==> config.mk <==
export PLATFORM = sky130hd
export DESIGN_NAME = multi_timer_expiry_scheduler
export DESIGN_NICKNAME = d
export VERILOG_FILES = /design/src/mtes_pkg.sv /design/src/mtes_ctrl.sv /design/src/mtes_datapath.sv /design/src/multi_timer_expiry_scheduler.sv
export SDC_FILE = /design/constraint.sdc
export NUM_CORES = 1
export LEC_CHECK = 0
export ABC_AREA = 0
export BUFFER_PORTS_ARGS = -buffer_cell sky130_fd_sc_hd__buf_2
export CAP_MARGIN = 25
export CORE_MARGIN = 4
export CORE_UTILIZATION = 55
export CTS_CLUSTER_SIZE = 30
export DETAILED_ROUTE_END_ITERATION = 6
export PLACE_DENSITY = 0.72
export SLEW_MARGIN = 20
export SYNTH_ARGS = -nofsm -noshare
export SYNTH_HDL_FRONTEND = slang
export SYNTH_SLANG_ARGS = --single-unit
==> constraint.sdc <==
create_clock -name clock -period 3.8 [get_ports clock]
set_input_delay 0.19 -clock clock [delete_from_list [all_inputs] [get_ports clock]]
set_output_delay 0.19 -clock clock [all_outputs]
set_load 0.05 [all_outputs]
==> src/mtes_pkg.sv <==
// Shared types, codes and widths for the one-shot timer scheduler.
package mtes_pkg;

   // Fixed field widths of the request and response transactions
   localparam int REQ_W  = 2;
   localparam int ID_W   = 4;
   localparam int LEN_W  = 24;
   localparam int KIND_W = 2;

   // Default sizing of the timer table and the millisecond counter
   localparam int DEF_NUM_TIMERS = 16;
   localparam int DEF_TIME_BITS  = 32;

   // Request codes
   typedef enum logic [REQ_W-1:0] {
      REQ_TICK    = 2'd0,
      REQ_ADD     = 2'd1,
      REQ_RESTART = 2'd2,
      REQ_REMOVE  = 2'd3
   } req_code_type;

   // Response event codes
   typedef enum logic [KIND_W-1:0] {
      KIND_FIRED     = 2'd0,
      KIND_DONE      = 2'd1,
      KIND_NOT_FOUND = 2'd2
   } kind_type;

   // Commands from the controller to the datapath
   typedef struct packed {
      logic accept;      // capture request id
      logic add_wr;      // arm timer from request fields
      logic tick_start;  // advance counter, restart scan
      logic scan_rd;     // read deadline at scan index, advance
      logic scan_rst;    // rewind scan index for emission
      logic emit_step;   // emit current mask entry if set, advance
      logic len_rd;      // read stored length of captured id
      logic restart_wr;  // rewrite deadline from stored length
      logic answer;      // load command answer into output register
      logic drop;        // disarm captured id if armed
   } ctl_cmd_type;

   // Status from the datapath to the controller
   typedef struct packed {
      logic scan_end;    // scan index at last entry
      logic mask_hit;    // expiry mask set at scan index
      logic out_free;    // output register can take a transaction
   } dp_status_type;

endpackage

==> src/mtes_ctrl.sv <==
// Controller state machine for the one-shot timer scheduler.
module mtes_ctrl (
   input  logic                   clock,
   input  logic                   reset,
   input  logic                   req_valid,
   output logic                   req_stall,
   input  logic [1:0]             req_type,
   input  mtes_pkg::dp_status_type status,
   output mtes_pkg::ctl_cmd_type   cmd
);
   import mtes_pkg::*;

   typedef enum logic [7:0] {
      ST_IDLE       = 8'b0000_0001,
      ST_SCAN       = 8'b0000_0010,
      ST_DRAIN      = 8'b0000_0100,
      ST_EMIT       = 8'b0000_1000,
      ST_RS_READ    = 8'b0001_0000,
      ST_RS_WRITE   = 8'b0010_0000,
      ST_RS_ANSWER  = 8'b0100_0000,
      ST_RM_ANSWER  = 8'b1000_0000
   } state_type;

   state_type state_ff;
   state_type state_in;

   // Take a request only between operations
   assign req_stall = (state_ff != ST_IDLE);

   // Sequence each operation
   always_comb begin
      cmd      = '0;
      state_in = state_ff;
      case (state_ff)
         ST_IDLE: begin
            if (req_valid) begin
               cmd.accept = 1'b1;
               case (req_type)
                  REQ_TICK: begin
                     cmd.tick_start = 1'b1;
                     state_in       = ST_SCAN;
                  end
                  REQ_ADD: begin
                     cmd.add_wr = 1'b1;
                  end
                  REQ_RESTART: begin
                     state_in = ST_RS_READ;
                  end
                  REQ_REMOVE: begin
                     state_in = ST_RM_ANSWER;
                  end
                  default: begin
                     state_in = ST_IDLE;
                  end
               endcase
            end
         end
         ST_SCAN: begin
            cmd.scan_rd = 1'b1;
            if (status.scan_end) begin
               state_in = ST_DRAIN;
            end
         end
         ST_DRAIN: begin
            cmd.scan_rst = 1'b1;
            state_in     = ST_EMIT;
         end
         ST_EMIT: begin
            // Hold on a pending expiry while the output is occupied
            if (!status.mask_hit || status.out_free) begin
               cmd.emit_step = 1'b1;
               if (status.scan_end) begin
                  state_in = ST_IDLE;
               end
            end
         end
         ST_RS_READ: begin
            cmd.len_rd = 1'b1;
            state_in   = ST_RS_WRITE;
         end
         ST_RS_WRITE: begin
            cmd.restart_wr = 1'b1;
            state_in       = ST_RS_ANSWER;
         end
         ST_RS_ANSWER: begin
            if (status.out_free) begin
               cmd.answer = 1'b1;
               state_in   = ST_IDLE;
            end
         end
         ST_RM_ANSWER: begin
            if (status.out_free) begin
               cmd.answer = 1'b1;
               cmd.drop   = 1'b1;
               state_in   = ST_IDLE;
            end
         end
         default: begin
            state_in = ST_IDLE;
         end
      endcase
   end

   always_ff @(posedge clock) begin
      if (reset) begin
         state_ff <= ST_IDLE;
      end else begin
         state_ff <= state_in;
      end
   end

   // A started scan always walks the table before the next request
   a_tick_enters_scan: assert property (@(posedge clock) disable iff (reset)
      cmd.tick_start |=> (state_ff == ST_SCAN))
      else $error("tick did not start a scan");

   // Answers are loaded only into a free output register
   a_answer_free: assert property (@(posedge clock) disable iff (reset)
      cmd.answer |-> status.out_free)
      else $error("answer loaded into a busy output");

   // Emission leaves only from the last table entry
   a_emit_exit: assert property (@(posedge clock) disable iff (reset)
      (state_ff == ST_EMIT) && (state_in == ST_IDLE) |-> status.scan_end)
      else $error("emission ended early");

endmodule

==> src/mtes_datapath.sv <==
// Datapath of the one-shot timer scheduler: counter, timer table, output register.
module mtes_datapath #(
   parameter int NUM_TIMERS = mtes_pkg::DEF_NUM_TIMERS,
   parameter int TIME_BITS  = mtes_pkg::DEF_TIME_BITS
) (
   input  logic                        clock,
   input  logic                        reset,
   input  logic [mtes_pkg::ID_W-1:0]   req_timer_id,
   input  logic [mtes_pkg::LEN_W-1:0]  req_delay_ms,
   input  mtes_pkg::ctl_cmd_type        cmd,
   output mtes_pkg::dp_status_type      status,
   output logic                        rsp_valid,
   input  logic                        rsp_stall,
   output logic [mtes_pkg::ID_W-1:0]   rsp_timer_id_out,
   output logic [mtes_pkg::KIND_W-1:0] rsp_event_kind,
   output logic                        rsp_last
);
   import mtes_pkg::*;

   localparam int IDX_W = $clog2(NUM_TIMERS);
   localparam int SUM_W = (TIME_BITS > LEN_W) ? TIME_BITS : LEN_W;

   // Control registers
   logic [TIME_BITS-1:0]  now_ff,     now_in;
   logic [NUM_TIMERS-1:0] armed_ff,   armed_in;
   logic [NUM_TIMERS-1:0] mask_ff,    mask_in;
   logic [IDX_W-1:0]      idx_ff,     idx_in;
   logic                  cmp_vld_ff, cmp_vld_in;
   logic [IDX_W-1:0]      cmp_idx_ff, cmp_idx_in;
   logic [ID_W-1:0]       id_ff,      id_in;
   logic                  rsp_valid_ff, rsp_valid_in;
   logic [ID_W-1:0]       rsp_id_ff,    rsp_id_in;
   logic [KIND_W-1:0]     rsp_kind_ff,  rsp_kind_in;
   logic                  rsp_last_ff,  rsp_last_in;

   // Timer table storage
   logic [TIME_BITS-1:0] dl_mem  [NUM_TIMERS];
   logic [LEN_W-1:0]     len_mem [NUM_TIMERS];
   logic [TIME_BITS-1:0] dl_rd_ff;
   logic [LEN_W-1:0]     len_rd_ff;

   logic                 dl_we;
   logic [IDX_W-1:0]     dl_waddr;
   logic [TIME_BITS-1:0] dl_wdata;
   logic                 len_we;

   logic                  req_in_range;
   logic                  id_in_range;
   logic [IDX_W-1:0]      req_idx;
   logic [IDX_W-1:0]      id_idx;
   logic                  hit;
   logic [TIME_BITS-1:0]  diff;
   logic                  cmp_fire;
   logic                  mask_hit;
   logic [NUM_TIMERS-1:0] mask_rest;
   logic                  out_free;
   logic                  emit_load;

   // Decode addressed entries
   assign req_in_range = (32'(req_timer_id) < NUM_TIMERS);
   assign id_in_range  = (32'(id_ff) < NUM_TIMERS);
   assign req_idx      = IDX_W'(req_timer_id);
   assign id_idx       = IDX_W'(id_ff);
   assign hit          = id_in_range && armed_ff[id_idx];

   // Wrap-safe expiry test on the deadline read last cycle
   assign diff     = now_ff - dl_rd_ff;
   assign cmp_fire = cmp_vld_ff && armed_ff[cmp_idx_ff] && !diff[TIME_BITS-1];

   // Emission view of the expiry mask
   assign mask_hit = mask_ff[idx_ff];
   always_comb begin
      mask_rest         = mask_ff;
      mask_rest[idx_ff] = 1'b0;
   end

   assign out_free  = !rsp_valid_ff || !rsp_stall;
   assign emit_load = cmd.emit_step && mask_hit;

   assign status.scan_end = (idx_ff == IDX_W'(NUM_TIMERS - 1));
   assign status.mask_hit = mask_hit;
   assign status.out_free = out_free;

   // Select the deadline write for add or restart
   always_comb begin
      dl_we    = 1'b0;
      dl_waddr = req_idx;
      dl_wdata = TIME_BITS'(SUM_W'(now_ff) + SUM_W'(req_delay_ms));
      len_we   = cmd.add_wr && req_in_range;
      if (cmd.add_wr && req_in_range) begin
         dl_we = 1'b1;
      end else if (cmd.restart_wr && hit) begin
         dl_we    = 1'b1;
         dl_waddr = id_idx;
         dl_wdata = TIME_BITS'(SUM_W'(now_ff) + SUM_W'(len_rd_ff));
      end
   end

   // Next state of counter, table flags and scan index
   always_comb begin
      now_in     = now_ff;
      armed_in   = armed_ff;
      mask_in    = mask_ff;
      idx_in     = idx_ff;
      cmp_vld_in = cmd.scan_rd;
      cmp_idx_in = idx_ff;
      id_in      = cmd.accept ? req_timer_id : id_ff;

      if (cmd.tick_start) begin
         now_in  = now_ff + TIME_BITS'(1);
         mask_in = '0;
      end
      if (cmd.add_wr && req_in_range) begin
         armed_in[req_idx] = 1'b1;
      end
      // Disarm and record each expired timer
      if (cmp_fire) begin
         armed_in[cmp_idx_ff] = 1'b0;
         mask_in[cmp_idx_ff]  = 1'b1;
      end
      if (cmd.drop && hit) begin
         armed_in[id_idx] = 1'b0;
      end
      if (emit_load) begin
         mask_in[idx_ff] = 1'b0;
      end

      if (cmd.tick_start || cmd.scan_rst) begin
         idx_in = '0;
      end else if (cmd.scan_rd || cmd.emit_step) begin
         idx_in = idx_ff + IDX_W'(1);
      end
   end

   // Load the output register with an expiry or a command answer
   always_comb begin
      rsp_id_in    = rsp_id_ff;
      rsp_kind_in  = rsp_kind_ff;
      rsp_last_in  = rsp_last_ff;
      rsp_valid_in = rsp_valid_ff && rsp_stall;
      if (emit_load) begin
         rsp_valid_in = 1'b1;
         rsp_id_in    = ID_W'(idx_ff);
         rsp_kind_in  = KIND_FIRED;
         rsp_last_in  = ~|mask_rest;
      end else if (cmd.answer) begin
         rsp_valid_in = 1'b1;
         rsp_id_in    = id_ff;
         rsp_kind_in  = hit ? KIND_DONE : KIND_NOT_FOUND;
         rsp_last_in  = 1'b1;
      end
   end

   always_ff @(posedge clock) begin
      if (reset) begin
         now_ff       <= '0;
         armed_ff     <= '0;
         mask_ff      <= '0;
         idx_ff       <= '0;
         cmp_vld_ff   <= 1'b0;
         rsp_valid_ff <= 1'b0;
      end else begin
         now_ff       <= now_in;
         armed_ff     <= armed_in;
         mask_ff      <= mask_in;
         idx_ff       <= idx_in;
         cmp_vld_ff   <= cmp_vld_in;
         rsp_valid_ff <= rsp_valid_in;
      end
   end

   always_ff @(posedge clock) begin
      cmp_idx_ff  <= cmp_idx_in;
      id_ff       <= id_in;
      rsp_id_ff   <= rsp_id_in;
      rsp_kind_ff <= rsp_kind_in;
      rsp_last_ff <= rsp_last_in;
   end

   // Write and read the timer table
   always_ff @(posedge clock) begin
      if (dl_we) begin
         dl_mem[dl_waddr] <= dl_wdata;
      end
      if (cmd.scan_rd) begin
         dl_rd_ff <= dl_mem[idx_ff];
      end
   end

   always_ff @(posedge clock) begin
      if (len_we) begin
         len_mem[req_idx] <= req_delay_ms;
      end
      if (cmd.len_rd) begin
         len_rd_ff <= len_mem[id_idx];
      end
   end

   assign rsp_valid        = rsp_valid_ff;
   assign rsp_timer_id_out = rsp_id_ff;
   assign rsp_event_kind   = rsp_kind_ff;
   assign rsp_last         = rsp_last_ff;

   // Every previous emission run drained the mask completely
   a_mask_empty: assert property (@(posedge clock) disable iff (reset)
      cmd.tick_start |-> (mask_ff == '0))
      else $error("expiry mask not empty at tick");

   // An expired timer is disarmed as it is recorded
   a_fire_disarms: assert property (@(posedge clock) disable iff (reset)
      cmp_fire |=> !armed_ff[$past(cmp_idx_ff)])
      else $error("expired timer still armed");

   // The counter moves only on a tick
   a_now_stable: assert property (@(posedge clock) disable iff (reset)
      !cmd.tick_start |=> $stable(now_ff))
      else $error("counter moved without a tick");

   // Expiries are loaded only into a free output register
   a_emit_free: assert property (@(posedge clock) disable iff (reset)
      emit_load |-> out_free)
      else $error("expiry loaded into a busy output");

endmodule

==> src/multi_timer_expiry_scheduler.sv <==
// Top level of the one-shot timer scheduler.
// Request channel (req_*): req_type selects tick, add, restart or remove;
// req_timer_id addresses a timer, req_delay_ms gives the add delay.
// Response channel (rsp_*): one transaction per fired timer or command answer;
// rsp_last marks the final response caused by a request.
// A tick advances the millisecond counter and scans all NUM_TIMERS entries:
// one deadline read per cycle from the table memory, then one entry per cycle
// through the expiry mask, except while an expiry waits on a stalled response.
// Add gives no response; remove goes straight to its answer, restart answers
// after a stored length read and a deadline rewrite. One request is in work
// at a time; req_stall is high from acceptance until the request's work ends:
// the whole emission walk for a tick, the answer load for restart or remove.
// Fired timers leave in ascending id order. A stalled response holds in the
// output register and the emission walk waits on the next expiry behind it.
// Reset clears the counter, all armed flags and the output valid flag; the
// deadline and length table needs no clearing pass.
module multi_timer_expiry_scheduler #(
   parameter int NUM_TIMERS = mtes_pkg::DEF_NUM_TIMERS,
   parameter int TIME_BITS  = mtes_pkg::DEF_TIME_BITS
) (
   input  logic                        clock,
   input  logic                        reset,
   input  logic                        req_valid,
   output logic                        req_stall,
   input  logic [mtes_pkg::REQ_W-1:0]  req_type,
   input  logic [mtes_pkg::ID_W-1:0]   req_timer_id,
   input  logic [mtes_pkg::LEN_W-1:0]  req_delay_ms,
   output logic                        rsp_valid,
   input  logic                        rsp_stall,
   output logic [mtes_pkg::ID_W-1:0]   rsp_timer_id_out,
   output logic [mtes_pkg::KIND_W-1:0] rsp_event_kind,
   output logic                        rsp_last
);
   import mtes_pkg::*;

   ctl_cmd_type   cmd;
   dp_status_type status;

   // Sequence requests
   mtes_ctrl u_ctrl (
      .clock     (clock),
      .reset     (reset),
      .req_valid (req_valid),
      .req_stall (req_stall),
      .req_type  (req_type),
      .status    (status),
      .cmd       (cmd)
   );

   // Hold the counter, timer table and output register
   mtes_datapath #(
      .NUM_TIMERS (NUM_TIMERS),
      .TIME_BITS  (TIME_BITS)
   ) u_datapath (
      .clock            (clock),
      .reset            (reset),
      .req_timer_id     (req_timer_id),
      .req_delay_ms     (req_delay_ms),
      .cmd              (cmd),
      .status           (status),
      .rsp_valid        (rsp_valid),
      .rsp_stall        (rsp_stall),
      .rsp_timer_id_out (rsp_timer_id_out),
      .rsp_event_kind   (rsp_event_kind),
      .rsp_last         (rsp_last)
   );

endmodule

* After elaboration in Yosys (flattened, before gate mapping)
Memories as Yosys holds them, arrays and structs flattened. A register that Yosys moved wholly into a read port is not among the register bits.
Cells that the tools add are included.
** Storage, ports and cells
- Bits in registers :: 93
- Memory bits (writable) :: 896
- Input port bits :: 34
- Output and inout port bits :: 9
- Word-level logic and storage cells :: 138
- Memories kept :: 2
** Memory list
- u_datapath.dl_mem :: words 16, bits a word 32, rd ports 1, clocked after memory_dff 1, wr ports 1, RTL line mtes_datapath.sv:37 : logic [TIME_BITS-1:0] dl_mem [NUM_TIMERS];
- u_datapath.len_mem :: words 16, bits a word 24, rd ports 1, clocked after memory_dff 1, wr ports 1, RTL line mtes_datapath.sv:38 : logic [LEN_W-1:0] len_mem [NUM_TIMERS];
** Operators by class
- Add/subtract/negate cells :: 5
- Magnitude comparators :: 8
- Equality and inequality tests :: 19
- Muxes and demuxes :: 58
- Bitwise operators :: 9
- Reduce and logical (&&, ||, !) cells :: 25
** Operators with widths (number)
- 16-bit 2-to-1 mux :: 6
- 32-bit by 24-bit adder with 32-bit output :: 2
- 16-bit AND :: 4
- 32-bit 2-to-1 mux :: 2
- 8-bit case mux with 7 select lines :: 1
- 16-bit NOT :: 3
- 8-bit 2-to-1 mux :: 5
- 32-bit by 1-bit adder with 32-bit output (second input constant) :: 1
- 16-bit bitwise OR :: 2
- 32-bit subtractor :: 1
- 1-bit 2-to-1 mux :: 27
- 8-bit case mux with 3 select lines :: 1
- 4-bit by 5-bit < comparator with 1-bit output (second input constant) :: 4
- 1-bit demux with 4-bit select :: 4
- 4-bit by 1-bit >= comparator with 1-bit output (second input constant) :: 4
- 4-bit 2-to-1 mux :: 4
- 16-bit OR reduction :: 1
- 1-bit binary-select mux with 4-bit select :: 3
- 1-bit logical AND :: 10
- 8-bit by 1-bit == test with 1-bit output (second input constant) :: 1
- 8-bit by 2-bit == test with 1-bit output (second input constant) :: 1
- 8-bit by 3-bit == test with 1-bit output (second input constant) :: 1
- 8-bit by 4-bit == test with 1-bit output (second input constant) :: 1
- 8-bit by 5-bit == test with 1-bit output (second input constant) :: 1
- 20 further kinds :: 34

* Depth between registers and ports, before layout
Gate-level depths: netlist of run 1.
- Depth in word-level cells :: 10
- Gate-level depth with buffers :: 12
- Mapped depth without buffers :: 11

* Cells and area by module
From an unflattened synthesis of run 1, not the netlist that was laid out.
** Unflattened totals
- Cells, all modules :: 2352
- Area total of the unflattened synthesis :: 43566.8 um^2
** By module, submodules not included
- mtes_datapath :: times used 1, cells each 2292, area each 43051.3 um^2
- mtes_ctrl :: times used 1, cells each 60, area each 515.5 um^2

* Least setup slack after synthesis of run 1
Ideal clock, no wire load.
- Path kind :: flip-flop to flip-flop
- From :: register u_ctrl.state_ff[7]
- To :: memory u_datapath.dl_mem[9][0] in the netlist's numbering, enable pin
- Arrival time :: 3224 ps
- Data required time :: 3379 ps
- Path slack :: 155 ps
- Stages on the path, launching flop included :: 7
- Clock period less this slack :: 3645 ps
- Cell sequence :: dfxtp_1 -> nor4_4 -> and3_4 -> nand4b_4 -> or3b_4 -> a21boi_0 -> nor2_1
** On the way
- Longest elaborated chain between the ends :: 7
- Elaborated cells between the ends (all ways) :: 11
- Classes of those cells :: 2 x eq/ne; 8 x mux; 1 x reduce/logical
** RTL lines
- start, declared :: RTL line mtes_ctrl.sv:24 : state_type state_ff;
- start signal, assigned :: RTL line mtes_ctrl.sv:108 : state_ff <= state_in;
- 8-bit by 6-bit == test with 1-bit output :: RTL line mtes_ctrl.sv:34 : case (state_ff)
- 1-bit 2-to-1 mux :: RTL line mtes_ctrl.sv:34
- 1-bit logical AND :: RTL line mtes_datapath.sv:92 : end else if (cmd.restart_wr && hit) begin
- 1-bit 2-to-1 mux :: RTL line mtes_datapath.sv:92
- 1-bit 2-to-1 mux :: RTL line mtes_datapath.sv:90 : if (cmd.add_wr && req_in_range) begin
- 1-bit 2-to-1 mux :: RTL line mtes_datapath.sv:182 : if (dl_we) begin
- 1-bit 2-to-1 mux (implied by the code) :: RTL line mtes_datapath.sv:183 : dl_mem[dl_waddr] <= dl_wdata;
- end, declared :: RTL line mtes_datapath.sv:37
Parallel ways exist; a longest one is shown, timed or not.

* Worst setup path after layout of run 1
- From :: register u_datapath.now_ff[11]
- To :: memory u_datapath.dl_mem[4][27] in the netlist's numbering, data pin
** On the way
- Longest elaborated chain between the ends :: 3
- Elaborated cells between the ends (all ways) :: 4
- Classes of those cells :: 2 x add/sub; 2 x mux
** RTL lines
- start, declared :: RTL line mtes_datapath.sv:24 : logic [TIME_BITS-1:0] now_ff, now_in;
- start signal, assigned :: RTL line mtes_datapath.sv:163 : now_ff <= now_in;
- 32-bit by 24-bit adder with 32-bit output (on tied branches) :: RTL line mtes_datapath.sv:88, mtes_datapath.sv:95
- 32-bit 2-to-1 mux :: RTL line mtes_datapath.sv:92
- 32-bit 2-to-1 mux (*) :: RTL line mtes_datapath.sv:90
- net u_datapath.dl_wdata[27] :: RTL line mtes_datapath.sv:44 : logic [TIME_BITS-1:0] dl_wdata;
The timed path passes the listed nets; every way through them passes the cells marked *.

==> out/metrics.cfg, run 1 <==
[status]
status=finished, final reports clean

[pwr]
p_switching_mw=5.905
vdd_ir_drop_max_mv=0.5743
leakage_nw=16.62
powerDensity_mw_per_mm2=509.7
pwr-share-seq_pct=50.2
swShare_pct=23.01
power_frac_comb_pct=10.8
p_clk_share_pct=39.0
p_int_mw=19.76
power.total_mw=25.66

[synth]
seq_area_frac_synth_pct=69.59
synth-compound-area-share_pct=4.545
avgSynthCellArea_sq_um=17.97
synth.top_cell.area_share_pct=65.76
synthCells=2442
yosys.area_share.adder_pct=2.458
synth_fp_nets=2561
synth-xor-area-share_pct=1.377
ys.flop_type=edfxtp_1
synth_area_sq_mm=0.04388
synth-edff-count=961
ys_top_cells_by_area=edfxtp_1 (66%), mux4_2 (15%), dfxtp_1 (3.8%)
ys_types=76
ys_warn_count=0
synth_top_family_by_area=multiplexers
async_reset_ff_share_pct=0
synth_top_cell_by_area=edfxtp_1
muxShareOfSynthArea_pct=15.45
ys_ff_latch=1045
synth-simple-area-share_pct=5.152

[finish]
area_growth_pct=14.75
fillCellCount=5292
finalNetCount=2786
drive_gt1_share_pct=26.04
fin_util_pct=63.74
diodes=0

[job]
cap_violations=0

[route]
via_per_inst=6.307
remaining_drc_errors=0
first_pass_iters=6
via_count=23980
routed_wl_um=105700
first_iter_violations=2737
ant_nets=0
wl_per_cell_um=27.79

[die]
die_y_um=290.5
ios=43
core_sq_mm=0.07900
die_w_um=290.5
dieArea_sq_mm=0.08437
std_cell_rows=103
start_util_pct=55.55

[cts]
cts_root_buf=clkbuf_16
cts_made_buffers=102
cts_buffer_depth=3
clkLatencyLatePin_ps=660
tritoncts=done
htreeDepth=3
cts.sinks=1045
clk_pin_slew_worst_paths_ps=60

[placed_design]
gp_congestion=0.9488
port-buffer-count=42
dp_hpwl_um=64230

[timing]
skew_ps=26.09
finalSetupViolCount=0
hold_violations=0
max_slew_margin_pct=31.10
worst_slew_pin_slew_ps=1024
finalCritPeriodShare_pct=93.66
period_minus_slack_ps=3559
setup-tns-final_ps=0
rsz0062_at_grt=no
drv_slew=0
clock.fmax_mhz=281.0

[global_routing]
grt_pass1_vias=24610
grt_use_total_pct=25.22
grt_max_degree=95
grt_overflow=0
antenna_found_initial=2
grt_pass1_wl_um=158700

[critical_path]
critPathKind=flip-flop to flip-flop
cp.arrival_ps=3940
required_ps=4180
crit_path_start_kind=flip-flop
crit_path_end_kind=flip-flop
critPathMaxFanout=16

[hold_path]
worstHoldPathType=primary input to flip-flop

-- synthesized netlist by cell type (all sizes together), types with 5 or more instances --
master  number
a211o       19
nand2      112
o211ai       5
a21o        17
mux2         7
nor2b       13
a21boi       7
a21oi      104
nand4       19
nor2       135
and2        15
o21a        11
a311o        5
nand3       50
clkbuf      71
edfxtp     961
dfxtp       84
nor3b        9
a31oi       27
nand3b       9
mux2i       10
buf         34
and3        10
ha          83
nor3        19
nor4         6
xor2        38
nand2b      18
o21ai       85
or3         17
inv         56
a211oi      11
xnor2       31
mux4       293
-- flip-flops by register name, indices dropped and copies added, names as in the netlist --
name	count
u_datapath.id_ff	4
u_datapath.rsp_last	1
u_datapath.mask_ff	16
u_datapath.rsp_timer_id_out	4
u_datapath.rsp_valid	1
u_datapath.now_ff	32
u_ctrl.state_ff	8
u_datapath.cmp_idx_ff	4
u_datapath.dl_mem	512
u_datapath.cmp_vld_ff	1
u_datapath.dl_rd_ff	32
u_datapath.len_rd_ff	24
u_datapath.cmp_idx_in	4
u_datapath.armed_ff	16
u_datapath.len_mem	384
u_datapath.rsp_event_kind	2
-- cell families after synthesis --
family                   count (synthesis)
AO/OA/AOI/OAI                          323
XOR/XNOR                                69
adder cells (fa/ha/maj)                 85
buffers and inverters                  161
flip-flops                            1045
multiplexers                           310
AND/OR/NAND/NOR                        449
-- per-layer routing --
layer  wire, um  vias to the layer above  global-route usage (%)
met5         10                        -                       0
met1      42300                    12370                   35.46
met2      52400                     1066                   41.53
li1           -                    10370                       -
met4       2612                        2                   6.720
met3       8356                      180                   4.547
-- stage by stage --
step	cell area (sq um)	setup WS, ps	instances	hold WS, ps
detailed placement	46540	-243.9	3576	452.1
global route	50350	23.21	3803	70.90
floorplan	43880	155.0	2442	266.6
finish	50350	240.8	3803	58.64
CTS	50260	85.80	3799	12.58
global placement	46540	-106.4	3576	436.3
-- placed cells by master, fill, tap and decap left out, types with 18 or more instances in the layout --
| cell | count |
|---|---|
| a211o_1 | 19 |
| a21oi_1 | 103 |
| a31oi_1 | 27 |
| buf_12 | 22 |
| buf_2 | 42 |
| buf_4 | 127 |
| clkbuf_1 | 22 |
| clkbuf_16 | 104 |
| clkinv_2 | 21 |
| dfxtp_1 | 80 |
| dlygate4sd3_1 | 33 |
| edfxtp_1 | 961 |
| ha_1 | 83 |
| inv_1 | 55 |
| mux4_2 | 293 |
| nand2_1 | 112 |
| nand2b_1 | 18 |
| nand3_1 | 50 |
| nand4_1 | 19 |
| nor2_1 | 107 |
| nor2_4 | 19 |
| o21ai_0 | 79 |
| xnor2_1 | 26 |
| xor2_1 | 38 |
-- path summary, 6_finish.rpt --
kind | from | end | slack (ps) | depth (start not counted)
max | u_datapath.now_ff[11] | u_datapath.dl_mem[4][27] | 240 | 9
min | reset | u_ctrl.state_ff[7] | 60 | 2
max reg2reg | u_datapath.now_ff[11] | u_datapath.dl_mem[4][27] | 240 | 9
min reg2reg | u_datapath.cmp_idx_in[1] | u_datapath.cmp_idx_ff[1] | 470 | 0
-- power groups by stage --
stage / Clock (mW) / Sequential, mW / Combinational [mW]
after global routing: 10.7 / 12.9 / 3.00
after detailed placement: 0 / 13.1 / 2.75
after global placement: 0 / 13.1 / 2.71
final: 10.0 / 12.9 / 2.77
after floorplan: 0 / 13.1 / 1.98
after CTS: 10.2 / 12.9 / 2.80
-- cell type report --
type,count,area (sq um),area share (%)
inverters,56,210.2,0.4175
clock inverters,56,558.0,1.108
flip-flops and latches,1045,30550,60.67
multi-input cells,1236,12950,25.73
well taps,1050,1314,2.609
clock buffers,134,2795,5.551
repair buffers,226,1969,3.911
-- timing repair --
item | CTS | global route
buffers inserted | 0 | 0
setup endpoints to repair | 96 | 32
resized for setup | 6 | 2
endpoints found under the hold margin | 388 | 0
hold buffers | 33 | 0
-- critical path: stages (launching register included) --
cell and delay (ps):
dfxtp_1 310, ha_1 360, nand3_1 130, or2_2 330
or3_1 350, o311a_1 190, and3b_1 240, o31ai_2 510
nand4_1 360, xnor2_4 490
(Power assumes the default switching activity.)
==> run 2: changes to the inputs <==
- CORE_UTILIZATION: 55 -> 23
- PLACE_DENSITY: 0.72 -> 0.35
==> out/metrics.cfg, run 2 (synthesis gave the netlist of run 1 again) <==
[critical_path]
cpPeakStageDelay_ps=670
cp_common_cell=buf_4
crit_path_cell_trace=mux4_2, mux2i_1, mux2_2, nor2_1, buf_4, a211oi_1, o31ai_2, buf_4, buf_4, o211ai_1, xnor2_1, buf_4
required_ps=4260
critPathBufInv=4
crit_slowest_cell=edfxtp_1
critPathKind=flip-flop to flip-flop
critPathMaxFanout=16
critPathTopFamily=multiplexers
crit_path_end_kind=flip-flop
cp.arrival_ps=4020
crit_path_start_kind=flip-flop

[timing]
max_slew_margin_pct=35.46
finalCritPeriodShare_pct=93.67
rsz0062_at_grt=no
drv_slew=0
finalSetupViolCount=0
hold_violations=0
period_minus_slack_ps=3559
worst_slew_pin_slew_ps=968.1
skew_ps=32.90
holdWs_ps=306.7
clock.fmax_mhz=280.9

[pwr]
leakage_nw=16.80
vdd_ir_drop_max_mv=0.3271
powerDensity_mw_per_mm2=512.4

[die]
core_sq_mm=0.1900
die_y_um=444.8
start_util_pct=23.10
ios=43
dieArea_sq_mm=0.1978
die_w_um=444.8
std_cell_rows=160

[global_routing]
grt_pass1_vias=25440
grt_pass1_wl_um=188400
antenna_found_initial=2
grt_max_degree=125
grt_use_total_pct=13.11
grt_overflow=0

[cts]
cts_root_buf=clkbuf_16
clkLatencyLatePin_ps=740
cts_made_buffers=115
htreeDepth=3
cts_buffer_depth=3
tritoncts=done
cts.sinks=1045
clk_pin_slew_worst_paths_ps=60

[route]
via_per_inst=4.499
wl_per_cell_um=24.75
via_count=23780
first_iter_violations=1872
routed_wl_um=130800
remaining_drc_errors=0
first_pass_iters=5
ant_nets=0

[placed_design]
dp_hpwl_um=77750
dp.cells=5037
port-buffer-count=42
gp_congestion=0.8012

[finish]
finalNetCount=2798
layout_common_cells=edfxtp_1 (961), mux4_2 (293), buf_4 (123), clkbuf_16 (115), nand2_1 (112)
top_regs=u_datapath.dl_mem: 512 flops, u_datapath.len_mem: 384 flops
drive_gt1_share_pct=26.07
regMostFlops=u_datapath.dl_mem
largest_register_ffs=512
area_growth_pct=19.99
fillCellCount=18790
fin_cells=5286
layout_commonest_cell=edfxtp_1

[hold_path]
worstHoldPathType=primary input to flip-flop

[job]
cap_violations=0

[status]
status=finished, final reports clean

[run 2: layout make-up]
cell class	count	area [sq um]	share of cell area [%]
diodes	2	5.005	0.009505
clock buffers	137	2990	5.679
clock inverters	74	760.7	1.445
inverters	56	210.2	0.3992
multi-input cells	1236	13010	24.70
flip-flops and latches	1045	30550	58.02
well taps	2511	3142	5.967
repair buffers	225	1987	3.774
[run 2: where the power goes]
part	leakage, nW	internal, mW	total, mW	switching, mW
clock	1.82	6.43	11.1	4.70
combinational	5.49	1.31	2.95	1.65
sequential	9.50	12.7	12.9	0.147
total	16.8	20.5	27.0	6.50
[run 2: repair_timing]
action / in CTS / in global routing
gates resized for setup: 5 / 4
endpoints found under the setup margin: 80 / 80
buffers inserted: 0 / 0
endpoints found under the hold margin: 399 / 0
hold buffers: 34 / 0
[run 2: per-stage QoR]
stage                     utilization (%)  power, mW  setup slack [ps]  area, sq um  setup TNS, ps
after floorplan                         -      15.06             155.0        43880              0
final                               27.71      26.98             240.5        52650              0
after detailed placement            25.50      16.15            -545.0        48450         -34190
after global placement              25.49      16.13            -533.2        48430         -31320
after global routing                27.71      28.16             41.34        52650              0
after CTS                           27.67      27.51             4.832        52570              0
[run 2: final timing paths]
check	from	endpoint	slack, ps	cells past startpoint
hold / removal	req_delay_ms[1]	u_datapath.len_mem[3][1]	310	2
hold reg to reg	u_datapath.cmp_idx_in[3]	u_datapath.cmp_idx_ff[3]	480	0
setup / recovery	u_datapath.id_ff[0]	u_datapath.dl_mem[0][25]	240	12
setup reg to reg	u_datapath.id_ff[0]	u_datapath.dl_mem[0][25]	240	12
[run 2: worst reg2reg max path: cells and delay by family, from the launching register on]
family,cells,cell delay [ps]
AND/OR/NAND/NOR,1,100
flip-flops,1,670
multiplexers,3,1070
AO/OA/AOI/OAI,3,650
buffers and inverters,4,710
XOR/XNOR,1,110
[run 2: layer usage]
layer	routed length [um]	share of wire [%]	global-route usage, %
met1	60290	46	18.02
met2	63770	49	21.95
met3	4276	3.3	1.691
met4	2468	1.9	3.281
met5	0	0	0
